File: config.mk
export PLATFORM = sky130hd
export DESIGN_NAME = utf16_to_utf8_converter
export DESIGN_NICKNAME = d
export VERILOG_FILES = /design/src/u2u8_pkg.sv /design/src/u2u8_front.sv /design/src/u2u8_queue.sv /design/src/u2u8_back.sv /design/src/utf16_to_utf8_converter.sv
export SDC_FILE = /design/constraint.sdc
export NUM_CORES = 1
export LEC_CHECK = 0
export BUFFER_PORTS_ARGS = -buffer_cell sky130_fd_sc_hd__buf_2
export CORE_MARGIN = 4
export CORE_UTILIZATION = 55
export CTS_CLUSTER_SIZE = 12
export DETAILED_ROUTE_END_ITERATION = 16
export GPL_TIMING_DRIVEN = 0
export PLACE_DENSITY = 0.73
export SLEW_MARGIN = 20
export SYNTH_ARGS = -nofsm -noshare
export SYNTH_HDL_FRONTEND = slang
export SYNTH_SLANG_ARGS = --single-unit
File: constraint.sdc
create_clock -name clk -period 8.65 [get_ports clk]
set_input_delay 0.4325 -clock clk [delete_from_list [all_inputs] [get_ports clk]]
set_output_delay 0.4325 -clock clk [all_outputs]
set_load 0.01 [all_outputs]
File: src/u2u8_pkg.sv
`timescale 1ns / 1ps
// ----------------------------------------------------------------------------
// u2u8_pkg
// Shared types, constants and the per-unit encoder of the UTF-16 to UTF-8
// converter.
// ----------------------------------------------------------------------------
package u2u8_pkg;

  localparam logic [15:0] HIGH_SURR_MIN = 16'hD800;
  localparam logic [15:0] HIGH_SURR_MAX = 16'hDBFF;
  localparam logic [15:0] LOW_SURR_MIN  = 16'hDC00;
  localparam logic [15:0] LOW_SURR_MAX  = 16'hDFFF;
  localparam logic [15:0] ONE_BYTE_MAX  = 16'h007F;
  localparam logic [15:0] TWO_BYTE_MAX  = 16'h07FF;
  localparam logic [20:0] SUPP_BASE     = 21'h10000;
  localparam logic [5:0]  HIGH_SURR_TAG = 6'b110110;

  localparam int unsigned MAX_BYTES = 6;

  typedef struct packed {
    logic [15:0] code_unit;
    logic        unit_last;
  } in_item_t;

  typedef struct packed {
    logic [7:0] out_byte;
    logic       run_last;
    logic       string_end;
  } out_item_t;

  // Bytes of one job, first byte in slot 0.
  typedef struct packed {
    logic [MAX_BYTES-1:0][7:0] bytes;
    logic [2:0]                count;
    logic                      last;
  } job_t;

  typedef struct packed {
    logic [2:0][7:0] b;
    logic [1:0]      n;
  } enc_t;

  function automatic enc_t encode_unit(input logic [15:0] c);
    enc_t e;
    e = '0;
    if (c <= ONE_BYTE_MAX) begin
      e.b[0] = c[7:0];
      e.n    = 2'd1;
    end else if (c <= TWO_BYTE_MAX) begin
      e.b[0] = {3'b110, c[10:6]};
      e.b[1] = {2'b10, c[5:0]};
      e.n    = 2'd2;
    end else begin
      e.b[0] = {4'b1110, c[15:12]};
      e.b[1] = {2'b10, c[11:6]};
      e.b[2] = {2'b10, c[5:0]};
      e.n    = 2'd3;
    end
    return e;
  endfunction

endpackage

File: src/u2u8_front.sv
`timescale 1ns / 1ps
// ----------------------------------------------------------------------------
// u2u8_front
// Accepts code units, pairs surrogates and turns each unit that is not held
// into a job of up to six UTF-8 bytes for the byte queue.
// ----------------------------------------------------------------------------
module u2u8_front
  import u2u8_pkg::*;
(
  input  logic     clk,
  input  logic     rst,
  input  logic     in_valid,
  output logic     in_ready,
  input  in_item_t in_item,
  input  logic     queue_full,
  output logic     push,
  output job_t     push_job
);

  logic       pending_valid;
  logic [9:0] pending_high;
  logic       pending_valid_next;
  logic [9:0] pending_high_next;

  logic       accept;
  logic       is_high;
  logic       is_low;
  logic       hold_now;
  logic [20:0] pair_cp;
  enc_t       held_enc;
  enc_t       unit_enc;

  assign in_ready = !queue_full;
  assign accept   = in_valid && in_ready;

  assign is_high  = (in_item.code_unit >= HIGH_SURR_MIN) && (in_item.code_unit <= HIGH_SURR_MAX);
  assign is_low   = (in_item.code_unit >= LOW_SURR_MIN) && (in_item.code_unit <= LOW_SURR_MAX);
  assign hold_now = is_high && !in_item.unit_last;

  assign held_enc = encode_unit({HIGH_SURR_TAG, pending_high});
  assign unit_enc = encode_unit(in_item.code_unit);
  assign pair_cp  = {1'b0, pending_high, in_item.code_unit[9:0]} + SUPP_BASE;

  always_comb begin
    push_job      = '0;
    push_job.last = in_item.unit_last;
    if (pending_valid && is_low) begin
      push_job.bytes[0] = {5'b11110, pair_cp[20:18]};
      push_job.bytes[1] = {2'b10, pair_cp[17:12]};
      push_job.bytes[2] = {2'b10, pair_cp[11:6]};
      push_job.bytes[3] = {2'b10, pair_cp[5:0]};
      push_job.count    = 3'd4;
    end else if (pending_valid) begin
      // The held surrogate goes out alone; the unit follows unless held.
      for (int k = 0; k < 3; k++) begin
        push_job.bytes[k] = held_enc.b[k];
      end
      if (hold_now) begin
        push_job.count = 3'd3;
      end else begin
        for (int k = 0; k < 3; k++) begin
          push_job.bytes[k+3] = unit_enc.b[k];
        end
        push_job.count = 3'd3 + {1'b0, unit_enc.n};
      end
    end else if (!hold_now) begin
      for (int k = 0; k < 3; k++) begin
        push_job.bytes[k] = unit_enc.b[k];
      end
      push_job.count = {1'b0, unit_enc.n};
    end
  end

  assign push = accept && (push_job.count != 3'd0);

  always_comb begin
    pending_valid_next = pending_valid;
    pending_high_next  = pending_high;
    if (accept) begin
      if (hold_now && !(pending_valid && is_low)) begin
        pending_valid_next = 1'b1;
        pending_high_next  = in_item.code_unit[9:0];
      end else begin
        pending_valid_next = 1'b0;
        pending_high_next  = '0;
      end
    end
  end

  always_ff @(posedge clk) begin
    if (rst) begin
      pending_valid <= 1'b0;
      pending_high  <= '0;
    end else begin
      pending_valid <= pending_valid_next;
      pending_high  <= pending_high_next;
    end
  end

  a_last_clears_hold: assert property (@(posedge clk) disable iff (rst)
    (accept && in_item.unit_last) |=> !pending_valid)
    else $error("held surrogate survived the last unit of a string");

  a_hold_no_push: assert property (@(posedge clk) disable iff (rst)
    (accept && hold_now && !pending_valid) |-> !push)
    else $error("a held high surrogate produced bytes");

endmodule

File: src/u2u8_queue.sv
`timescale 1ns / 1ps
// ----------------------------------------------------------------------------
// u2u8_queue
// Short queue of byte jobs between the front and the byte serializer.
// ----------------------------------------------------------------------------
module u2u8_queue
  import u2u8_pkg::*;
#(
  parameter int unsigned DEPTH = 2
)
(
  input  logic clk,
  input  logic rst,
  input  logic push,
  input  job_t push_job,
  output logic full,
  input  logic pop,
  output logic avail,
  output job_t head_job
);

  localparam int unsigned PTR_W = (DEPTH > 1) ? $clog2(DEPTH) : 1;
  localparam int unsigned CNT_W = $clog2(DEPTH + 1);
  localparam logic [PTR_W-1:0] PTR_LAST = PTR_W'(DEPTH - 1);
  localparam logic [CNT_W-1:0] CNT_FULL = CNT_W'(DEPTH);

  job_t             slots [DEPTH];
  logic [PTR_W-1:0] wr_ptr;
  logic [PTR_W-1:0] rd_ptr;
  logic [CNT_W-1:0] fill;

  assign full     = (fill == CNT_FULL);
  assign avail    = (fill != '0);
  assign head_job = slots[rd_ptr];

  always_ff @(posedge clk) begin
    if (push && !full) begin
      slots[wr_ptr] <= push_job;
    end
  end

  always_ff @(posedge clk) begin
    if (rst) begin
      wr_ptr <= '0;
      rd_ptr <= '0;
      fill   <= '0;
    end else begin
      if (push && !full) begin
        wr_ptr <= (wr_ptr == PTR_LAST) ? '0 : wr_ptr + 1'b1;
      end
      if (pop && avail) begin
        rd_ptr <= (rd_ptr == PTR_LAST) ? '0 : rd_ptr + 1'b1;
      end
      case ({push && !full, pop && avail})
        2'b10:   fill <= fill + 1'b1;
        2'b01:   fill <= fill - 1'b1;
        default: fill <= fill;
      endcase
    end
  end

endmodule

File: src/u2u8_back.sv
`timescale 1ns / 1ps
// ----------------------------------------------------------------------------
// u2u8_back
// Takes byte jobs from the queue and sends their bytes out one per transfer.
// ----------------------------------------------------------------------------
module u2u8_back
  import u2u8_pkg::*;
(
  input  logic      clk,
  input  logic      rst,
  input  logic      job_avail,
  input  job_t      head_job,
  output logic      pop,
  output logic      out_valid,
  input  logic      out_ready,
  output out_item_t out_item
);

  logic       busy;
  job_t       cur;
  logic [2:0] idx;
  logic       last_byte;
  logic       done;

  assign out_valid = busy;
  assign last_byte = (idx == cur.count - 3'd1);
  assign done      = busy && out_ready && last_byte;
  // The next job is loaded in the same cycle as the final byte's transfer.
  assign pop       = job_avail && (!busy || done);

  assign out_item.out_byte   = cur.bytes[idx];
  assign out_item.run_last   = last_byte;
  assign out_item.string_end = last_byte && cur.last;

  always_ff @(posedge clk) begin
    if (pop) begin
      cur <= head_job;
    end
  end

  always_ff @(posedge clk) begin
    if (rst) begin
      busy <= 1'b0;
      idx  <= '0;
    end else if (pop) begin
      busy <= 1'b1;
      idx  <= '0;
    end else if (done) begin
      busy <= 1'b0;
      idx  <= '0;
    end else if (busy && out_ready) begin
      idx <= idx + 3'd1;
    end
  end

  a_count_range: assert property (@(posedge clk) disable iff (rst)
    busy |-> (cur.count != 3'd0) && (cur.count <= 3'(MAX_BYTES)))
    else $error("job with an impossible byte count");

  a_idx_in_job: assert property (@(posedge clk) disable iff (rst)
    busy |-> (idx < cur.count))
    else $error("byte index ran past the job");

  a_run_continues: assert property (@(posedge clk) disable iff (rst)
    (out_valid && out_ready && !out_item.run_last) |=> out_valid)
    else $error("run of bytes broken before its last byte");

endmodule

File: src/utf16_to_utf8_converter.sv
`timescale 1ns / 1ps
// ----------------------------------------------------------------------------
// utf16_to_utf8_converter
// Streaming UTF-16 to UTF-8 encoder: one code unit in, up to six bytes out.
//
//   channel | direction | payload     | handshake
//   in      | input     | in_item_t   | in_valid / in_ready
//   out     | output    | out_item_t  | out_valid / out_ready
//
// A unit is taken whenever the job queue has room; the front
// end encodes it combinationally and queues its bytes as one job.
// The output sends one byte per cycle while out_ready is high and a job is
// loaded. A unit gives 1 to 3 bytes, 4 for a surrogate pair, up to 6 when a
// held surrogate is flushed. A held high surrogate produces no output byte.
// Reset clears the held surrogate, the queue and the serializer.
// A stalled output fills the queue (FIFO_DEPTH jobs) and then drops in_ready.
// ----------------------------------------------------------------------------
module utf16_to_utf8_converter
  import u2u8_pkg::*;
#(
  parameter int unsigned FIFO_DEPTH = 2
)
(
  input  logic      clk,
  input  logic      rst,
  input  logic      in_valid,
  output logic      in_ready,
  input  in_item_t  in_item,
  output logic      out_valid,
  input  logic      out_ready,
  output out_item_t out_item
);

  logic push;
  job_t push_job;
  logic queue_full;
  logic pop;
  logic job_avail;
  job_t head_job;

  u2u8_front u_front (
    .clk        (clk),
    .rst        (rst),
    .in_valid   (in_valid),
    .in_ready   (in_ready),
    .in_item    (in_item),
    .queue_full (queue_full),
    .push       (push),
    .push_job   (push_job)
  );

  u2u8_queue #(
    .DEPTH (FIFO_DEPTH)
  ) u_queue (
    .clk      (clk),
    .rst      (rst),
    .push     (push),
    .push_job (push_job),
    .full     (queue_full),
    .pop      (pop),
    .avail    (job_avail),
    .head_job (head_job)
  );

  u2u8_back u_back (
    .clk       (clk),
    .rst       (rst),
    .job_avail (job_avail),
    .head_job  (head_job),
    .pop       (pop),
    .out_valid (out_valid),
    .out_ready (out_ready),
    .out_item  (out_item)
  );

endmodule
==> results of run 1 <==
[final cells by class]
type | count | share of cell area (%)
plain buffers | 23 | 1.26
clock buffers | 17 | 5.27
clock inverters | 15 | 1.64
inverters | 13 | 0.605
multi-input cells | 266 | 27.3
flip-flops and latches | 163 | 58.3
well taps | 172 | 2.67
repair buffers | 37 | 2.93
[critical path: cells and delay by family, from the launching register on]
kind	cells	cell delay (ns)
compound gates	1	0.83
xor+xnor	1	0.29
fa+ha+maj	1	0.15
buf+inv	4	0.80
flops	1	0.40
[power breakdown]
part / switching (W) / total [W] / internal, W
Sequential: 0.0000448 / 0.00112 / 0.00107
Clock: 0.000302 / 0.000699 / 0.000397
Combinational: 0.000262 / 0.000460 / 0.000197
Total: 0.000609 / 0.00228 / 0.00167
[cells in the final DEF, fill, tap and decap left out, types with 3 or more instances in the layout]
cell and count:
nor2_1 35, buf_2 34, buf_1 5, a21oi_1 17, mux2i_1 22, nand3_1 6, nor2_4 3, xor2_1 3
ha_1 4, or3_1 3, dfxtp_1 19, nor4b_1 5, inv_1 13, o2bb2ai_1 9, nand2b_1 3, nor3_1 4
edfxtp_1 144, clkbuf_16 17, clkinvlp_4 4, nand2_1 11, buf_4 5, and2_1 8, a31oi_1 4, clkbuf_1 12
mux4_2 7, o22ai_1 8, a22oi_1 10, xnor2_1 4, mux2_2 48, o21ai_0 16, clkinv_4 3
[how the worst max path moves through the flow]
stage	startpoint	end	slack [ns]	cells past startpoint
4_1_cts	u_back.idx[0]	out_item[4]	5.77	5
3_5_place_dp	u_back.cur[1]	u_back.cur[13]	5.87	7
5_1_grt	u_back.idx[0]	out_item[6]	5.70	5
3_3_place_gp	u_back.cur[1]	u_queue.fill[1]	2.29	7
2_1_floorplan	u_back.cur[1]	u_queue.fill[1]	3.71	7
6_report	u_back.cur[1]	u_back.cur[5]	5.85	7
[sequential cells by signal (all words and copies together), names as in the netlist]
| signal | count |
|---|---|
| u_queue.slots | 96 |
| u_queue.fill | 2 |
| u_queue.wr_ptr | 1 |
| u_queue.rd_ptr | 1 |
| u_front.pending_valid | 1 |
| u_back.idx | 3 |
| u_front.pending_high | 10 |
| u_back.cur | 48 |
| u_back.out_valid | 1 |
[cells in the mapped netlist, types with 4 or more instances]
| cell type | n | share of area, % |
|---|---|---|
| mux4_2 | 7 | 2.2 |
| dfxtp_1 | 19 | 5.4 |
| o2bb2ai_1 | 9 | 1.1 |
| o22ai_1 | 8 | 0.71 |
| mux2_2 | 48 | 7.7 |
| a31oi_1 | 4 | 0.36 |
| nand3_1 | 6 | 0.43 |
| buf_1 | 5 | 0.27 |
| o21ai_0 | 16 | 1.1 |
| and2_1 | 8 | 0.71 |
| mux2i_1 | 22 | 3.1 |
| clkbuf_1 | 12 | 0.64 |
| nand2_1 | 11 | 0.59 |
| nor2_1 | 36 | 1.9 |
| inv_1 | 13 | 0.69 |
| nor4b_1 | 5 | 0.62 |
| ha_1 | 4 | 0.71 |
| a22oi_1 | 10 | 1.1 |
| edfxtp_1 | 144 | 61 |
| nor3_1 | 4 | 0.28 |
| a21oi_1 | 17 | 1.2 |
| xnor2_1 | 4 | 0.50 |
[through the flow]
step	cells	setup slack, ns	instance area (um2)	hold WS [ns]
2_1_floorplan	465	3.71	7030	0.499
3_3_place_gp	668	2.29	7400	0.525
3_5_place_dp	674	5.87	7510	0.530
4_1_cts	706	5.77	8070	0.253
5_1_grt	706	5.70	8070	0.244
6_report	706	5.85	8070	0.262
[cell families after synthesis]
group	count (synthesis)	synth area share [%]
xor gates and xnor gates	8	1.21
muxes	78	13.3
AOI/OAI and AO/OA	79	7.85
buffers and inverters	36	2.13
adders and majority gates	4	0.712
and+or+nand+nor	97	7.93
DFF	163	66.9
[metal layers]
| metal | wire, um | vias to the layer above | share of wire (%) | track usage (%) |
|---|---|---|---|---|
| li1 | - | 1920 | - | - |
| met1 | 6610 | 2096 | 44 | 30.2 |
| met2 | 7050 | 169 | 47 | 32.8 |
| met3 | 998 | 24 | 6.6 | 5.03 |
| met4 | 388 | 0 | 2.6 | 7.37 |
| met5 | 0 | - | 0 | 0 |
==> flow_summary.ini, run 1 <==
[outcome]
status = completed

[yosys]
yosys_warnings = 0
synth_flop_cell = edfxtp_1
ys_seq_elements = 163
synthDistinctLibCells = 55
synth-edff-count = 144
postSynthCellCount = 465
syn_nets = 490
yosysSeqAreaShare_pct = 66.9
async_reset_ff_share_pct = 0
avgSynthCellArea_um2 = 15.1
synth_area_um2 = 7030

[min_path]
min_delay_path_depth = 1
min_path_type = in2reg
hold_start = in_item[0]
hold_end = u_queue.slots[0][0]

[floorplan]
start_util_pct = 56.0
core_um2 = 12600
dieHeight_um = 121
dieArea_um2 = 14700
fp-row-count = 41
die_w_um = 121
ios = 33

[clock_tree]
htreeDepth = 4
clockBufferDepth = 2
ctsResizeCount = 0
cts_buffers = 17
cts_setup_buffers = 0
hold_buffers = 0
clkSlewWorstSetupHoldPaths_ns = 0.06
clkLatencyLatePin_ns = 0.41
cts.sinks = 163
cts_root_buf = clkbuf_16
cts_tree = done

[final_layout]
final_util_pct = 64.2
diodes = 0
multi_input_area_um2 = 2200
area.growth.synth_to_final_pct = 14.7
fin_nets = 546
drive_gt1_share_pct = 27.2
seqCellArea_um2 = 4700
nFillCells = 905

[placed_design]
gp_congestion = 0.902
port_buffers = 31
hpwl_um = 10400

[routing]
ant_nets = 0
vias = 4209
first_iter_violations = 577
route.detailed.drc = 0
wirelength_um = 15000
wl_per_cell_um = 21.3
viasPerCell = 5.96
firstDrtPassIters = 5

[global_routing]
groute.usage.overall_pct = 21.3
gr-total-overflow = 0
grt_start_max_net_pins = 27
antenna_found_initial = 0
first_global_vias = 4102
grt_pass1_wl_um = 23000

[worst_setup_path]
path_max_fanout = 13
crit_type = reg2reg
startpoint_type = register
critical_path.slowest_cell = o41ai_4
crit_top_cell = buf_4
rr_worst_depth = 7
worstReg2RegEnd = u_back.cur[5]
crit_chain = inv_1 > ha_1 > xor3_1 > o41ai_4 > buf_8 > buf_4 > buf_4
cp-end-kind = register
cp.arrival_ns = 2.90
crit_required_ns = 8.75
critPathMaxStageDelay_ns = 0.83
rrSetupSlack_ns = 5.85
r2r_start = u_back.cur[1]

[sta]
relSlewSlack_pct = 35.1
layout_min_cycle_time_ns = 2.80
finClkSkew_ns = 0.00866
timing.final.crit_share_pct = 32.3
tightest_slew_ns = 0.974
setup_viol_count_final = 0
drv_slew = 0
rsz0062_at_grt = false
fmax_mhz = 358
finalHoldViolCount = 0
setup_tns_ns = 0

[power]
vdd_drop_max_uv = 145
p_leak_nw = 2.70
powerDensity_nw_per_um2 = 282
total_power_w = 0.00228

[job]
cap_violations = 0
(Power assumes the default switching activity.)
==> run 2, diff against run 1 <==
ABC_AREA = 1   (was default)
clock period = 2.65 ns   (was 8.65 ns; I/O delays follow)
==> run 2 against run 1 <==
Non-clock buffer count grew 11. Global-route usage up 1.6 points. First-iteration DRC count fell by 2.1%. Synthesized area is 2.2% lower. Hold slack lost 0.24 ns. Largest power group unchanged.
==> flow_summary.ini, run 2 <==
[global_routing]
grt_start_max_net_pins = 31
antenna_found_initial = 0
groute.usage.overall_pct = 22.9
grt_pass1_wl_um = 24500
first_global_vias = 4515
gr-total-overflow = 0

[yosys]
postSynthCellCount = 657
yosys_warnings = 0
yosys.area.top_type_share_pct = 62.8
synth_flop_cell = edfxtp_1
ys_seq_elements = 163
yosys-top-cells-count = 239 x nand2_1, 144 x edfxtp_1, 55 x nor2_1
yosysSeqAreaShare_pct = 68.4
avgSynthCellArea_um2 = 10.5
async_reset_ff_share_pct = 0
yosysMostFrequentCell = nand2_1
synth-edff-count = 144
synthDistinctLibCells = 32
netlist_top_cells_area = edfxtp_1 63%, nand2_1 13%, dfxtp_1 5.5%
synth_area_um2 = 6880
syn_nets = 682
synth_top_cell_by_area = edfxtp_1

[routing]
wirelength_um = 15900
first_iter_violations = 565
wl_per_cell_um = 17.7
route.detailed.drc = 0
ant_nets = 0
firstDrtPassIters = 5
viasPerCell = 5.36
vias = 4837

[power]
powerDensity_nw_per_um2 = 1020
clock_power_share_pct = 28.3
p_seq_share_pct = 47.1
vdd_drop_max_uv = 471
intPower_w = 0.00561
p_sw_share_pct = 31.0
p_sw_w = 0.00252
p_comb_share_pct = 24.7
p_leak_nw = 3.18

[sta]
finalHoldViolCount = 0
layout_min_cycle_time_ns = 2.41
setup_viol_count_final = 0
timing.final.crit_share_pct = 91.0
drv_slew = 0
fmax_mhz = 415
rsz0062_at_grt = false
relSlewSlack_pct = 53.8
timing.hold.ws_ns = 0.0264
finClkSkew_ns = 0.00633
worst_slack_ns = 0.239
tightest_slew_ns = 0.693

[worst_setup_path]
crit_chain = inv_2 > ha_4 > nand2_1 > inv_1 > nor3_1 > nand3_1 > nand2_1 > nand2_2 > clkinvlp_4 > ha_4 > a21oi_2 > o21ai_1 > o21ai_1 > a21oi_1
rrSetupSlack_ns = 0.24
critical_path.slowest_cell = edfxtp_1
path_max_fanout = 6
startpoint_type = register
cp-end-kind = register
crit_type = reg2reg
cp.arrival_ns = 2.72
critPathMaxStageDelay_ns = 0.42
crit_required_ns = 2.96

[floorplan]
die_w_um = 120
start_util_pct = 56.8
ios = 33
dieHeight_um = 120
dieArea_um2 = 14400
core_um2 = 12100
fp-row-count = 40

[final_layout]
diodes = 0
reg_top3 = u_queue.slots: 96 flops, u_back.cur: 48 flops, u_front.pending_high: 10 flops
nFillCells = 985
multi_input_area_um2 = 1950
area.growth.synth_to_final_pct = 16.3
layout_commonest_cell = nand2_1
final_cell_mix = 238 x nand2_1, 144 x edfxtp_1, 54 x nor2_1
top_register = u_queue.slots
largest_reg_flops = 96
seqCellArea_um2 = 4700
fin_nets = 746
drive_gt1_share_pct = 12.4

[clock_tree]
cts_root_buf = clkbuf_16
htreeDepth = 4
clkSlewWorstSetupHoldPaths_ns = 0.06
cts_buffers = 17
clockBufferDepth = 2
clkLatencyLatePin_ns = 0.42
cts_tree = done
cts.sinks = 163

[placed_design]
place_ws_ns = -0.562
gp_congestion = 0.942
hpwl_um = 11400
port_buffers = 32

[outcome]
status = completed

[min_path]
min_path_type = in2reg

[job]
cap_violations = 0
==> run 2: cell types whose count changed in the layout (fill, tap and decap cells not counted), sizes merged, moves of 9 or more <==
| cell | previous run | this run |
|---|---|---|
| nand2 | 11 | 244 |
| mux2 | 49 | 0 |
| o21ai | 17 | 43 |
| mux2i | 22 | 0 |
| inv | 16 | 36 |
| nor2 | 38 | 57 |
| clkbuf | 29 | 43 |
| nand3 | 7 | 19 |
| a21oi | 17 | 28 |
| a22oi | 10 | 1 |
| o2bb2ai | 9 | 0 |
==> run 2: logic make-up after synthesis <==
| family | share of synthesized area, % |
|---|---|
| AND/OR/NAND/NOR | 18.8 |
| flip-flops | 68.4 |
| AO/OA/AOI/OAI | 7.42 |
| buffers and inverters | 3.93 |
| XOR/XNOR | 0.764 |
| adder cells (fa/ha/maj) | 0.727 |
==> run 2: through the flow <==
step	power (W)	setup TNS (ns)	utilization [%]	cells	instance area (um2)
global route	0.00856	0	66.1	902	8010
floorplan	0.00508	-1.51	-	657	6920
finish	0.00813	0	66.1	902	8010
CTS	0.00814	-0.161	66.0	900	7990
global placement	0.00569	-69.69	60.2	857	7290
detailed placement	0.00583	-2.99	60.8	860	7360
==> run 2: path summary, 6_finish.rpt <==
kind                                         startpoint                 endpoint  cells after the start
worst min-delay path                         in_item[6]  u_front.pending_high[5]                      3
worst max register to register            u_back.cur[1]          u_queue.fill[1]                     14
worst max-delay path                      u_back.cur[1]          u_queue.fill[1]                     14
worst min register to register  u_front.pending_high[5]  u_front.pending_high[5]                      2
==> run 2: power groups by stage <==
stage	Combinational, W	Sequential [W]	Clock [W]
finish	0.00201	0.00383	0.00230
global route	0.00225	0.00387	0.00243
CTS	0.00199	0.00383	0.00232
detailed placement	0.00194	0.00389	0
global placement	0.00181	0.00388	0
floorplan	0.00125	0.00384	0
==> run 2: routing by layer <==
metal	up-vias	share of wire [%]	routed length, um	track usage [%]
met2	174	49	7740	36.5
met3	31	5.6	896	4.43
met4	0	2.6	416	9.52
met5	-	0	0	0
li1	2355	-	-	-
met1	2277	43	6870	31.2
==> run 2: critical path, delay by kind of cell, from the launching register on <==
kind	cells	cell delay, ns
buffers and inverters	3	0.29
adders and majority gates	2	0.41
and+or+nand+nor	5	0.78
DFF	1	0.42
AOI/OAI and AO/OA	4	0.40
==> run 2: layout make-up <==
cell class | instances | area share (%)
plain buffers | 28 | 1.59
clock buffers | 21 | 5.50
clock inverters | 11 | 1.41
inverters | 38 | 1.83
multi-input cells | 428 | 24.3
flip-flops and latches | 163 | 58.8
well taps | 168 | 2.63
repair buffers | 43 | 3.81
repair inverters | 2 | 0.156
==> run 2: timing repair <==
action                     in CTS  in global routing
gates resized for setup         1                  0
hold endpoints to repair        7                  0
cloned                          1                  1
setup endpoints to repair      50                  2
hold buffers                    7                  0
setup buffers                   0                  1
==> run 3, diff against run 2 <==
CORE_UTILIZATION = 65   (was 55)
MAX_ROUTING_LAYER = met4   (was default)
PLACE_DENSITY = 0.84   (was 0.73)
clock period = 2.9 ns   (was 2.65 ns; I/O delays follow)
==> run 3 against run 2 <==
Maximum frequency is 11% lower. Clock power is 3% lower. Worst setup slack worse by 0.054 ns. Count of clock-buffer cells in the layout is 2 lower. Cell count is 2.9% lower. Sequential share of layout area is 0.16 points lower. Global-route usage is 8.5 points higher. Cell area is 0.27% higher. Routed wire length is 14% higher. Critical path type unchanged. Critical endpoint unchanged.
==> flow_summary.ini, run 3 (synthesized netlist as in run 2, its figures left out) <==
[outcome]
status = completed

[placed_design]
place_ws_ns = -0.484
gp_congestion = 0.958
post_dp_cell_area_um2 = 7290
hpwl_um = 11800
port_buffers = 32

[worst_setup_path]
startpoint_type = register
crit_required_ns = 3.32
crit_start = u_back.cur[2]
critical_path.slowest_cell = edfxtp_1
rrSetupSlack_ns = 0.19
cp-end-kind = register
r2r_start = u_back.cur[2]
crit_chain = inv_1 > ha_1 > nand2_1 > inv_1 > nor3_1 > nand3_1 > nand2_1 > nand2_2 > clkinvlp_4 > ha_1 > a21oi_1 > o21ai_0 > o21ai_0 > a21oi_1
worstReg2RegEnd = u_queue.fill[1]
critPathTopFamily = simple AND/OR/NAND/NOR gates
crit_type = reg2reg
setup.worst_path.end = u_queue.fill[1]
crit_buf_inv = 3
crit_cells = 14
rr_worst_depth = 14
path_max_fanout = 6
critPathMaxStageDelay_ns = 0.42
cp.arrival_ns = 3.14

[final_layout]
seqCellArea_um2 = 4700
area.growth.synth_to_final_pct = 16.6
nFillCells = 606
drive_gt1_share_pct = 12.2
reg_top3 = u_queue.slots: 96 flops, u_back.cur: 48 flops, u_front.pending_high: 10 flops
fin_nets = 752
top_register = u_queue.slots
multi_input_area_um2 = 1920
diodes = 0
final_area_um2 = 8030
largest_reg_flops = 96
final_cell_mix = 238 x nand2_1, 144 x edfxtp_1, 54 x nor2_1
layout_commonest_cell = nand2_1

[floorplan]
core_um2 = 10300
start_util_pct = 66.7
ios = 33
dieArea_um2 = 12300
fp-row-count = 37
die_w_um = 111
dieHeight_um = 111

[clock_tree]
cts_buffers = 17
cts_tree = done
htreeDepth = 4
clockBufferDepth = 2
clkSlewWorstSetupHoldPaths_ns = 0.07
cts_root_buf = clkbuf_8
clkLatencyLatePin_ns = 0.54
cts.sinks = 163

[min_path]
min_path_type = in2reg

[sta]
setup_viol_count_final = 0
layout_min_cycle_time_ns = 2.71
timing.final.crit_share_pct = 93.6
finalHoldViolCount = 0
finClkSkew_ns = 0.0115
drv_slew = 0
tightest_slew_ns = 0.658
fmax_mhz = 368
worst_slack_ns = 0.185
rsz0062_at_grt = false
relSlewSlack_pct = 56.1

[routing]
vias = 5185
wirelength_um = 18100
viasPerCell = 5.92
wl_per_cell_um = 20.7
route.detailed.drc = 0
ant_nets = 0
firstDrtPassIters = 7
first_iter_violations = 711

[power]
vdd_drop_max_uv = 536
p_leak_nw = 3.21
powerDensity_nw_per_um2 = 951

[global_routing]
grt_start_max_net_pins = 31
gr-total-overflow = 0
antenna_found_initial = 0
first_global_vias = 5296
groute.usage.overall_pct = 31.4
grt_pass1_wl_um = 28400

[job]
cap_violations = 0
run 3: worst min-delay path, delay by kind of cell:
kind	cells	cell delay (ns)
compound gates	2	0.22
buf+inv	1	0.14
run 3: worst min path at each step:
stage                              end  cells past startpoint  slack (ns)   startpoint
2_1_floorplan  u_front.pending_high[9]                      1        0.21          rst
3_3_place_gp   u_front.pending_high[9]                      2        0.33          rst
3_5_place_dp   u_front.pending_high[9]                      2        0.35          rst
4_1_cts           u_queue.slots[0][29]                      3        0.08  in_item[14]
5_1_grt           u_queue.slots[1][29]                      3        0.13  in_item[14]
6_report          u_queue.slots[1][29]                      3        0.11  in_item[14]
run 3: area by class of cell:
cell class,count,area share (%)
multi-input cells,428,23.9
clock inverters,13,2.01
clock buffers,19,5.25
flip-flops and latches,163,58.6
repair buffers,49,4.55
well taps,136,2.12
inverters,38,1.82
plain buffers,28,1.59
repair inverters,2,0.156
run 3: stage by stage:
step | util [%] | setup TNS (ns) | total power (W) | cells | hold slack (ns)
after global placement | 69.9 | -35.75 | 0.00513 | 825 | 0.330
after global routing | 77.7 | 0 | 0.00797 | 876 | 0.127
after CTS | 77.7 | 0 | 0.00757 | 875 | 0.0811
after detailed placement | 70.6 | -0.754 | 0.00529 | 828 | 0.350
after floorplan | - | 0 | 0.00459 | 657 | 0.214
final | 77.7 | 0 | 0.00763 | 876 | 0.113
run 3: what timing repair did:
item                                    in CTS  in global routing
setup buffers                                0                  1
hold buffers                                13                  0
endpoints found under the setup margin       2                  1
hold endpoints to repair                    23                  0
resized for setup                            2                  0
cloned                                       2                  0
pin swaps                                    0                  0
run 3: metal layers:
metal | vias to the layer above | share of wire (%) | global-route usage, %
li1 | 2365 | - | -
met4 | 0 | 3.8 | 13.2
met1 | 2433 | 37 | 37.8
met3 | 63 | 7.9 | 5.62
met2 | 324 | 51 | 52.6
met5 | - | 0 | -
run 3: power breakdown:
part           leakage (nW)  switching [W]  total, W  internal, W
combinational          1.44        0.00138   0.00188     0.000503
sequential             1.50       0.000186   0.00353      0.00334
clock                 0.274       0.000909   0.00222      0.00131
total                  3.21        0.00247   0.00763      0.00516
